`src/sv/ale_pkg.sv`:
```
// Shared types, codes and constants of the array list engine.
package ale_pkg;

  localparam int unsigned DataW    = 32;
  localparam int unsigned AddrW    = 6;
  localparam int unsigned CntW     = 7;
  localparam int unsigned DefDepth = 64;

  typedef enum logic [1:0] {
    KindAppend  = 2'd0,
    KindRemove  = 2'd1,
    KindReverse = 2'd2,
    KindDump    = 2'd3
  } kind_e;

  typedef enum logic [1:0] {
    StOk    = 2'd0,
    StFull  = 2'd1,
    StRange = 2'd2,
    StEmpty = 2'd3
  } status_e;

  typedef enum logic [1:0] {
    SIdle    = 2'd0,
    SRemove  = 2'd1,
    SReverse = 2'd2,
    SDump    = 2'd3
  } state_e;

  typedef struct packed {
    kind_e                   kind;
    logic signed [DataW-1:0] value;
    logic [AddrW-1:0]        index;
  } in_word_t;

  typedef struct packed {
    logic signed [DataW-1:0] element;
    logic [AddrW-1:0]        position;
    logic [CntW-1:0]         count;
    status_e                 status;
    logic                    last;
  } out_word_t;

  typedef struct packed {
    logic             we;
    logic [AddrW-1:0] waddr;
    logic [DataW-1:0] wdata;
    logic [AddrW-1:0] ra_addr;
    logic [AddrW-1:0] rb_addr;
  } mem_req_t;

  typedef struct packed {
    logic [DataW-1:0] ra_data;
    logic [DataW-1:0] rb_data;
  } mem_rsp_t;

endpackage

```
`src/sv/ale_mem.sv`:
```
// Element store: one write port, two registered read ports.
module ale_mem import ale_pkg::*; #(
  parameter int unsigned Depth = DefDepth
) (
  input  logic     clk_i,
  input  mem_req_t req_i,
  output mem_rsp_t rsp_o
);

  localparam int unsigned AW = (Depth > 1) ? $clog2(Depth) : 1;

  logic [DataW-1:0] mem [Depth];
  logic [DataW-1:0] ra_q;
  logic [DataW-1:0] rb_q;

  always_ff @(posedge clk_i) begin
    if (req_i.we) begin
      mem[req_i.waddr[AW-1:0]] <= req_i.wdata;
    end
    ra_q <= mem[req_i.ra_addr[AW-1:0]];
    rb_q <= mem[req_i.rb_addr[AW-1:0]];
  end

  assign rsp_o.ra_data = ra_q;
  assign rsp_o.rb_data = rb_q;

endmodule

```
`src/sv/ale_ctrl.sv`:
```
// Sequencer: count, operation walks over the store, result register.
module ale_ctrl import ale_pkg::*; #(
  parameter int unsigned Depth = DefDepth
) (
  input  logic      clk_i,
  input  logic      rst_ni,
  input  logic      start_i,
  input  in_word_t  in_i,
  output logic      busy_o,
  output logic      strobe_o,
  output out_word_t result_o,
  output mem_req_t  mem_req_o,
  input  mem_rsp_t  mem_rsp_i
);

  state_e           state_q, state_d;
  logic [CntW-1:0]  cnt_q, cnt_d;
  logic [CntW-1:0]  p_q, p_d;
  logic             rv_q, rv_d;
  logic [AddrW-1:0] raddr_q, raddr_d;
  logic [AddrW-1:0] i_q, i_d;
  logic [AddrW-1:0] j_q, j_d;
  logic [AddrW-1:0] jw_q, jw_d;
  logic             phase_q, phase_d;
  logic             pend_q, pend_d;
  logic [DataW-1:0] tmp_q, tmp_d;
  logic             strobe_q, strobe_d;
  out_word_t        res_q, res_d;
  mem_req_t         req;

  logic accept, p_lt, i_lt_j, dump_last, idx_ok, full, two_plus;

  assign accept    = start_i && (state_q == SIdle);
  assign p_lt      = p_q < cnt_q;
  assign i_lt_j    = i_q < j_q;
  assign dump_last = rv_q && ((CntW'(raddr_q) + CntW'(1)) == cnt_q);
  assign idx_ok    = CntW'(in_i.index) < cnt_q;
  assign full      = cnt_q >= CntW'(Depth);
  assign two_plus  = cnt_q >= CntW'(2);

  always_comb begin
    state_d = state_q;
    unique case (state_q)
      SIdle: begin
        if (accept) begin
          unique case (in_i.kind)
            KindAppend:  state_d = SIdle;
            KindRemove:  state_d = idx_ok ? SRemove : SIdle;
            KindReverse: state_d = two_plus ? SReverse : SIdle;
            KindDump:    state_d = (cnt_q != '0) ? SDump : SIdle;
            default:     state_d = SIdle;
          endcase
        end
      end
      SRemove:  if (!p_lt) state_d = SIdle;
      SReverse: if (!phase_q && !i_lt_j) state_d = SIdle;
      SDump:    if (dump_last) state_d = SIdle;
      default:  state_d = SIdle;
    endcase
  end

  always_comb begin
    cnt_d    = cnt_q;
    p_d      = p_q;
    rv_d     = rv_q;
    raddr_d  = raddr_q;
    i_d      = i_q;
    j_d      = j_q;
    jw_d     = jw_q;
    phase_d  = phase_q;
    pend_d   = pend_q;
    tmp_d    = tmp_q;
    strobe_d = 1'b0;
    res_d    = '0;
    req      = '0;
    unique case (state_q)
      SIdle: begin
        if (accept) begin
          unique case (in_i.kind)
            KindAppend: begin
              strobe_d   = 1'b1;
              res_d.last = 1'b1;
              if (full) begin
                res_d.status = StFull;
              end else begin
                req.we    = 1'b1;
                req.waddr = cnt_q[AddrW-1:0];
                req.wdata = in_i.value;
                cnt_d     = cnt_q + CntW'(1);
              end
            end
            KindRemove: begin
              if (idx_ok) begin
                p_d  = CntW'(in_i.index) + CntW'(1);
                rv_d = 1'b0;
              end else begin
                strobe_d     = 1'b1;
                res_d.last   = 1'b1;
                res_d.status = StRange;
              end
            end
            KindReverse: begin
              if (two_plus) begin
                i_d     = '0;
                j_d     = AddrW'(cnt_q - CntW'(1));
                phase_d = 1'b0;
                pend_d  = 1'b0;
              end else begin
                strobe_d   = 1'b1;
                res_d.last = 1'b1;
              end
            end
            KindDump: begin
              if (cnt_q != '0) begin
                p_d  = '0;
                rv_d = 1'b0;
              end else begin
                strobe_d     = 1'b1;
                res_d.last   = 1'b1;
                res_d.status = StEmpty;
              end
            end
            default: ;
          endcase
        end
      end
      SRemove: begin
        rv_d = 1'b0;
        if (p_lt) begin
          req.ra_addr = p_q[AddrW-1:0];
          rv_d        = 1'b1;
          raddr_d     = p_q[AddrW-1:0];
          p_d         = p_q + CntW'(1);
        end
        if (rv_q) begin
          req.we    = 1'b1;
          req.waddr = raddr_q - AddrW'(1);
          req.wdata = mem_rsp_i.ra_data;
        end
        if (!p_lt) begin
          cnt_d      = cnt_q - CntW'(1);
          strobe_d   = 1'b1;
          res_d.last = 1'b1;
        end
      end
      SReverse: begin
        if (!phase_q) begin
          if (pend_q) begin
            req.we    = 1'b1;
            req.waddr = jw_q;
            req.wdata = tmp_q;
            pend_d    = 1'b0;
          end
          if (i_lt_j) begin
            req.ra_addr = i_q;
            req.rb_addr = j_q;
            phase_d     = 1'b1;
          end else begin
            strobe_d   = 1'b1;
            res_d.last = 1'b1;
          end
        end else begin
          // low slot takes the high word now, high slot gets the saved word next
          req.we    = 1'b1;
          req.waddr = i_q;
          req.wdata = mem_rsp_i.rb_data;
          tmp_d     = mem_rsp_i.ra_data;
          jw_d      = j_q;
          pend_d    = 1'b1;
          i_d       = i_q + AddrW'(1);
          j_d       = j_q - AddrW'(1);
          phase_d   = 1'b0;
        end
      end
      SDump: begin
        rv_d = 1'b0;
        if (p_lt) begin
          req.ra_addr = p_q[AddrW-1:0];
          rv_d        = 1'b1;
          raddr_d     = p_q[AddrW-1:0];
          p_d         = p_q + CntW'(1);
        end
        if (rv_q) begin
          strobe_d       = 1'b1;
          res_d.element  = mem_rsp_i.ra_data;
          res_d.position = raddr_q;
          res_d.last     = dump_last;
        end
      end
      default: ;
    endcase
    res_d.count = cnt_d;
  end

  always_ff @(posedge clk_i or negedge rst_ni) begin
    if (!rst_ni) begin
      state_q  <= SIdle;
      cnt_q    <= '0;
      rv_q     <= 1'b0;
      phase_q  <= 1'b0;
      pend_q   <= 1'b0;
      strobe_q <= 1'b0;
    end else begin
      state_q  <= state_d;
      cnt_q    <= cnt_d;
      rv_q     <= rv_d;
      phase_q  <= phase_d;
      pend_q   <= pend_d;
      strobe_q <= strobe_d;
    end
  end

  always_ff @(posedge clk_i) begin
    p_q     <= p_d;
    raddr_q <= raddr_d;
    i_q     <= i_d;
    j_q     <= j_d;
    jw_q    <= jw_d;
    tmp_q   <= tmp_d;
    res_q   <= res_d;
  end

  assign busy_o    = state_q != SIdle;
  assign strobe_o  = strobe_q;
  assign result_o  = res_q;
  assign mem_req_o = req;

`ifndef NO_ASSERTIONS
  a_cnt_bound: assert property (@(posedge clk_i) disable iff (!rst_ni)
    cnt_q <= CntW'(Depth))
    else $error("element count above capacity");

  a_wr_in_range: assert property (@(posedge clk_i) disable iff (!rst_ni)
    req.we |-> (CntW'(req.waddr) < CntW'(Depth)))
    else $error("store write beyond capacity");

  a_rev_order: assert property (@(posedge clk_i) disable iff (!rst_ni)
    (state_q == SReverse && phase_q) |-> i_lt_j)
    else $error("reverse swap with crossed pointers");

  a_mid_only_dump: assert property (@(posedge clk_i) disable iff (!rst_ni)
    (strobe_d && !res_d.last) |-> (state_q == SDump))
    else $error("non-final word outside dump");

  a_accept_reacts: assert property (@(posedge clk_i) disable iff (!rst_ni)
    accept |=> (busy_o || strobe_q))
    else $error("accepted word left no trace");
`endif

endmodule

```
`src/sv/array_list_engine.sv`:
```
// Array list engine top level: fixed-capacity list of signed 32-bit words.
// Append, failed remove, short reverse and empty dump: result in the cycle after start is taken.
// Remove at index k shifts the later elements down; reverse swaps pairs; both hold busy.
// Dump: one result per cycle, read through the registered store port, busy until the last.
// Results are never stalled; reset clears the count and control, store contents persist.
module array_list_engine import ale_pkg::*; #(
  parameter int unsigned Depth = DefDepth
) (
  input  logic      clk_i,
  input  logic      rst_ni,
  input  logic      start_i,
  input  in_word_t  in_i,
  output logic      busy_o,
  output logic      strobe_o,
  output out_word_t result_o
);

  mem_req_t mem_req;
  mem_rsp_t mem_rsp;

  ale_ctrl #(
    .Depth(Depth)
  ) u_ctrl (
    .clk_i     (clk_i),
    .rst_ni    (rst_ni),
    .start_i   (start_i),
    .in_i      (in_i),
    .busy_o    (busy_o),
    .strobe_o  (strobe_o),
    .result_o  (result_o),
    .mem_req_o (mem_req),
    .mem_rsp_i (mem_rsp)
  );

  ale_mem #(
    .Depth(Depth)
  ) u_mem (
    .clk_i (clk_i),
    .req_i (mem_req),
    .rsp_o (mem_rsp)
  );

endmodule

```
`config.mk`:
```
export PLATFORM = sky130hd
export DESIGN_NAME = array_list_engine
export DESIGN_NICKNAME = d
export VERILOG_FILES = /design/src/sv/ale_pkg.sv /design/src/sv/ale_mem.sv /design/src/sv/ale_ctrl.sv /design/src/sv/array_list_engine.sv
export SDC_FILE = /design/constraint.sdc
export NUM_CORES = 2
export LEC_CHECK = 0
export ABC_CLOCK_PERIOD_IN_PS = 5060
export BUFFER_PORTS_ARGS = -buffer_cell sky130_fd_sc_hd__buf_4
export CORE_ASPECT_RATIO = 1.1
export CORE_MARGIN = 5
export CORE_UTILIZATION = 39
export DETAILED_ROUTE_END_ITERATION = 8
export PLACE_DENSITY_LB_ADDON = 0.1
export REMOVE_ABC_BUFFERS = 1
export SETUP_SLACK_MARGIN = 0.15
export SYNTH_ARGS = -nofsm -noshare
export SYNTH_HDL_FRONTEND = slang
export SYNTH_SLANG_ARGS = --single-unit
```
`constraint.sdc`:
```
create_clock -name clk_i -period 5.06 [get_ports clk_i]
set_clock_uncertainty 0.2 [all_clocks]
set_input_delay 0.759 -clock clk_i [delete_from_list [all_inputs] [get_ports clk_i]]
set_output_delay 0.759 -clock clk_i [all_outputs]
set_load 0.01 [all_outputs]
```
-- Yosys cells after proc, flatten, opt, wreduce, memory -nomap -nowiden
Memories as Yosys holds them, arrays and structs flattened. A register that Yosys moved wholly into a read port is not among the register bits.
Index checks and enable logic that the tools add are counted.
- bits in registers: 124
- RAM bits: 2048
- output and inout port bits: 50
- logic and storage cells: 146
- memories: 1
- $add $sub $neg: 8
- $lt $le $gt $ge: 5
- equal/unequal tests: 18
- multiplexer cells: 76
- reduce and logical (&&, ||, !) cells: 21
- memory list (name ; words ; bits a word ; rd ports ; clocked after memory_dff ; wr ports ; RTL line ; text):
    u_mem.mem ; 64 ; 32 ; 2 ; 2 ; 1 ; ale_mem.sv:12 ; logic [DataW-1:0] mem [Depth];
- operator list (cell ; number):
    $mux 39 ; 6
    $pmux 39 s3 ; 1
    $mux 6 ; 10
    $mux 7 ; 8
    $pmux 7 s2 ; 3
    $pmux 6 s2 ; 3
    $mux 1 ; 24
    $mux 12 ; 2
    $pmux 1 s4 ; 4
    $pmux 2 s4 ; 2
    $add 6x1->7 const B ; 2
    $add 7x1->7 const B ; 2
    $mux 2 ; 6
    $ne 2x1->1 const B ; 6
    $sub 6x1->6 const B ; 2
    $reduce_and 5->1 ; 2
    $eq 2x2->1 const B ; 4
    $pmux 1 s2 ; 4
    $reduce_and 2->1 ; 4
    $reduce_and 4->1 ; 2
    $eq 7x7->1 ; 1
    $ge 7x2->1 const B ; 1
    $ge 7x7->1 const B ; 1
    $lt 6x7->1 ; 1
    other kinds (17) ; 27

-- Depth between registers and ports, before layout
- depth after elaboration: 7
- gate-level depth with buffers: 17
- gate-level depth less buffers: 12

-- Cells and area by module
A second synthesis with hierarchy kept.
- cell total of the unflattened synthesis: 5009
- area, all modules: 101895.2 um2
- modules (own cells, without submodules) (module ; times used ; cells each ; area each (um2) ; sequential area each (um2)):
    ale_mem ; 1 ; 4409 ; 95705.5 ; 62780.2
    ale_ctrl ; 1 ; 600 ; 6189.7 ; 3178.0

-- Least setup slack after synthesis
No wires, ideal clock.
- path type: input-to-reg
- start point: input in_i[39] (netlist bit)
- end point: memory u_mem.mem[52][0], enable pin
- setup time: 0.421 ns
- arrival: 3.686 ns
- data required time: 4.439 ns
- path slack: 0.753 ns
- cell stages on the path: 7
- cell sequence: clkbuf_1 -> nor4_1 -> clkbuf_1 -> a222oi_1 -> o21ai_0 -> nand4_1 -> nor2_1
- cells in the longest elaborated chain, start to end: 6
- RTL lines (what ; RTL line ; text):
    from (decl) ; array_list_engine.sv:12 ; input in_word_t in_i,
    $logic_not 2->1 (*) ; ale_ctrl.sv:79 ; unique case (in_i.kind)
    $mux 39 (*) ; ale_ctrl.sv:79 ;
    $mux 39 (*) ; ale_ctrl.sv:78 ; if (accept) begin
    $pmux 39 s3 (*) ; ale_ctrl.sv:76 ; unique case (state_q)
    $mux 1 ; ale_mem.sv:17 ; if (req_i.we) begin
    $mux 1 (implied by the code) ; ale_mem.sv:18 ; mem[req_i.waddr[AW-1:0]] <= req_i.wdata;
    to (decl) ; ale_mem.sv:12 ;
Every way passes the cells marked *; elsewhere a longest branch is shown, timed or not.

-- Worst setup path in the final report
- start point: register u_ctrl.i_q[2]
- end point: register u_mem.rb_q[1], read port of u_mem.mem
- cells in the longest elaborated chain, start to end: 4
- RTL lines (what ; RTL line ; text):
    from (decl) ; ale_ctrl.sv:21 ; logic [AddrW-1:0] i_q, i_d;
    from (signal assigned) ; ale_ctrl.sv:216 ; i_q <= i_d;
    $lt 6x6->1 ; ale_ctrl.sv:35 ; assign i_lt_j = i_q < j_q;
    $mux 12 ; ale_ctrl.sv:154 ; if (i_lt_j) begin
    $mux 12 ; ale_ctrl.sv:147 ; if (!phase_q) begin
    $mux 6 ; ale_ctrl.sv:76 ;
    to (decl) ; ale_mem.sv:14 ; logic [DataW-1:0] rb_q;
Every way passes these cells.
A chain may end at the register's enable or synchronous reset.

==> flow_summary_export.csv <==
group,metric,value,unit
detailed_routing,wirelength,462,mm
clock_network,clockRootBuffer,"clkbuf_16",
yosys,synth_cell_type_count,88,
floorplan,die-area,274000,sq um
floorplan,floorplan.initialDensity,39.2,%
floorplan,die-width,499,um
yosys,syn_area,103000,sq um
clock_network,post_cts_buffers,0,
global_route,grt_pass1_vias,74100,
worst_setup_path,crit_required,5670,ps
detailed_routing,dr.pass1.iters,9,
sta,rsz0062_at_grt,"false",
worst_setup_path,path_max_fanout,10,
detailed_routing,vias,77500,
placed_design,gp_congestion,0.916,
layout,nNetsFinal,7792,
run,drv_cap,0,
yosys,yosysSeqAreaShare,64.3,%
sta,hold_viol_final,0,
global_route,grt_pass1_wl,622,mm
worst_setup_path,critical_path.top_delay_family,"simple AND/OR/NAND/NOR gates",
global_route,grt_overflow,0,
worst_setup_path,cp-end-kind,"flip-flop",
layout,final_util,45.8,%
global_route,grt_max_degree,101,
yosys,synth_edf_count,2111,
global_route,antenna_found_initial,30,
worst_setup_path,slowest_stage,"nor3_1",
yosys,synth.yosys.warnings,0,
sta,setup_viol,0,
floorplan,rows,197,
yosys,avgSynthCellArea,13.8,sq um
sta,timing.final.crit_share,97.1,%
sta,slew_viol_final,0,
pwr,peakVddDrop,0.275,mV
worst_setup_path,path_common_cell,"nor3_1",
floorplan,die_h,548,um
sta,tightest_slew,1370,ps
clock_network,tritoncts,"yes",
placed_design,place_inst,11000,
clock_network,ctsHtreeMaxLevel,4,
sta,fmax,204,MHz
worst_setup_path,cp_data_arrival_time,5530,ps
sta,period_needed,4910,ps
clock_network,max-clock-path-buffers,4,
layout,syn_to_final_growth,17.0,%
yosys,synthFlopType,"edfxtp_1",
detailed_routing,final_antenna_net_count,0,
placed_design,hpwl,271,mm
floorplan,core_region_area,262000,sq um
clock_network,numCtsBuffers,244,
yosys,async_flop_share,0.581,%
run_status,outcome,"finished clean",
pwr,p_per_area,316,nW/um^2
clock_network,clkLatencyLatePin,940,ps
layout,drive_gt1_share,15.0,%
worst_setup_path,cp_cell_sequence,"ha_1 -> a21oi_1 -> o211a_1 -> o21ai_4 -> nor3_1 -> nand2_2 -> buf_12 -> nor3_1 -> a2111oi_2 -> buf_4",
layout,nFillCells,23000,
placed_design,io_buffers,92,
detailed_routing,dr.first_iter.drc_count,12000,
detailed_routing,viasPerCell,6.79,
worst_setup_path,slowest_delay,870,ps
pwr,leakage,39.0,nW
yosys,syn_inst,7432,
floorplan,io_pins,93,
detailed_routing,drt-wirelength-per-cell,40.5,um
min_path,hp-class,"input port to flip-flop",
clock_network,clk_pin_slew,60,ps
worst_setup_path,worst-path-buf-inv,2,
layout,finalNonFillerCells,11400,
yosys,synth_seq_cells,2236,
detailed_routing,drc,0,
worst_setup_path,criticalPathCategory,"flip-flop to flip-flop",
worst_setup_path,cp-start-kind,"flip-flop",
clock_network,cts_num_sinks,2236,
sta,max_slew_margin,8.39,%
global_route,grt_util_all_layers,32.5,%
per-stage QoR:
step | hold slack [ps] | TNS (ps) | setup slack, ps | power, mW | instance area, sq um
finish | 96.9 | 0 | 147 | 38.0 | 120000
global route | 97.3 | 0 | 177 | 38.9 | 120000
CTS | 51.3 | 0 | 188 | 38.1 | 120000
detailed placement | 238 | 0 | 182 | 20.4 | 112000
global placement | 240 | 0 | 183 | 20.4 | 112000
floorplan | 223 | -6621450 | -35420 | 20.3 | 99900
final cells by class:
cell class	count	area, sq um	area share, %
Sequential cell	2236	66000	54.9
Multi-Input combinational cell	4564	34800	29.0
Timing Repair Buffer	647	6980	5.81
Clock buffer	318	6600	5.50
Tap cell	3482	4360	3.63
Clock inverter	125	1260	1.05
Inverter	29	116	0.0969
Antenna cell	13	32.5	0.0271
worst reg2reg max path, cell delays in order (launching register included):
cell,delay (ps)
edfxtp_1,570
ha_1,260
a21oi_1,320
o211a_1,470
o21ai_4,300
nor3_1,880
nand2_2,720
buf_12,420
nor3_1,360
a2111oi_2,90
buf_4,210
kinds of logic after synthesis:
group	after synthesis	share of synthesized area, %
flip-flops	2236	64.3
AO/OA/AOI/OAI	1839	12.9
multiplexers	1451	14.2
AND/OR/NAND/NOR	1214	5.25
buffers and inverters	632	2.76
XOR/XNOR	33	0.282
adder cells (fa/ha/maj)	27	0.329
where the power goes:
part	leakage (nW)	switching, mW	total [mW]	internal [mW]
registers	15.9	0	19.9	19.9
logic	19.2	0.0218	0.0515	0.0297
clock network	3.86	7.60	18.0	10.4
repair_timing:
action                                 4_1_cts  5_1_grt
endpoints found under the hold margin       17        0
setup endpoints to repair                    0        1
resized for setup                            0        1
hold buffers                                 7        0
state kept, by name, indices dropped and copies added (netlist names):
signal,cells
u_mem.ra_q,32
u_ctrl.j_q,6
u_ctrl.strobe_o,1
u_ctrl.p_q,7
u_ctrl.result_o,48
u_ctrl.cnt_q,7
u_mem.rb_q,32
u_ctrl.tmp_q,32
u_ctrl.jw_q,6
u_ctrl.raddr_q,6
u_ctrl.state_q,2
u_ctrl.pend_q,1
u_ctrl.rv_q,1
u_ctrl.phase_q,1
u_ctrl.i_q,6
u_mem.mem,2048
final timing paths:
path | from | endpoint | slack (ps) | cells after the start
hold reg to reg | u_mem.ra_q[18] | u_ctrl.tmp_q[18] | 250 | 0
min in group asynchronous | rst_ni | u_ctrl.cnt_q[1] | 780 | 3
max in group asynchronous | rst_ni | u_ctrl.rv_q | 3420 | 3
setup reg to reg | u_ctrl.i_q[2] | u_mem.rb_q[1] | 150 | 10
setup / recovery | u_ctrl.i_q[2] | u_mem.rb_q[1] | 150 | 10
hold / removal | start_i | u_ctrl.phase_q | 100 | 4
synthesized netlist by cell type, types with 49 or more instances:
library cell,n,share of area (%)
edfxtp_1,2111,62
mux2i_1,1445,14
nand2_1,666,2.4
o22ai_1,593,3.6
clkbuf_1,287,1.0
o221ai_1,247,2.1
a31oi_1,224,1.4
buf_2,188,0.92
nor2_1,167,0.61
o21ai_0,136,0.66
a221oi_1,129,1.1
dfxtp_1,112,2.2
a21oi_1,107,0.52
o41ai_1,98,0.84
buf_1,78,0.29
nand3_1,76,0.37
nor3_1,74,0.36
nor4_1,52,0.32
o2111ai_1,52,0.44
a211oi_1,49,0.36
metal layers:
metal / GRT usage, % / share of wire [%] / wire length (um)
met5: 0 / 0.0028 / 13
met4: 16.7 / 5.8 / 27000
met3: 7.30 / 11 / 51300
met2: 48.6 / 43 / 200000
met1: 44.4 / 40 / 184000
placed cells by master (no fill, tap or decap), types with 97 or more instances in the layout:
cell and n:
edfxtp_1 2111, mux2i_1 1445, nand2_1 644, o22ai_1 593
buf_4 472, clkbuf_16 248, o221ai_1 247, a31oi_1 224
buf_12 168, o21ai_0 136, a221oi_1 129, dfxtp_1 112
a21oi_1 106, o41ai_1 98, nor2_1 97
Power figures use the tool's default switching activity.
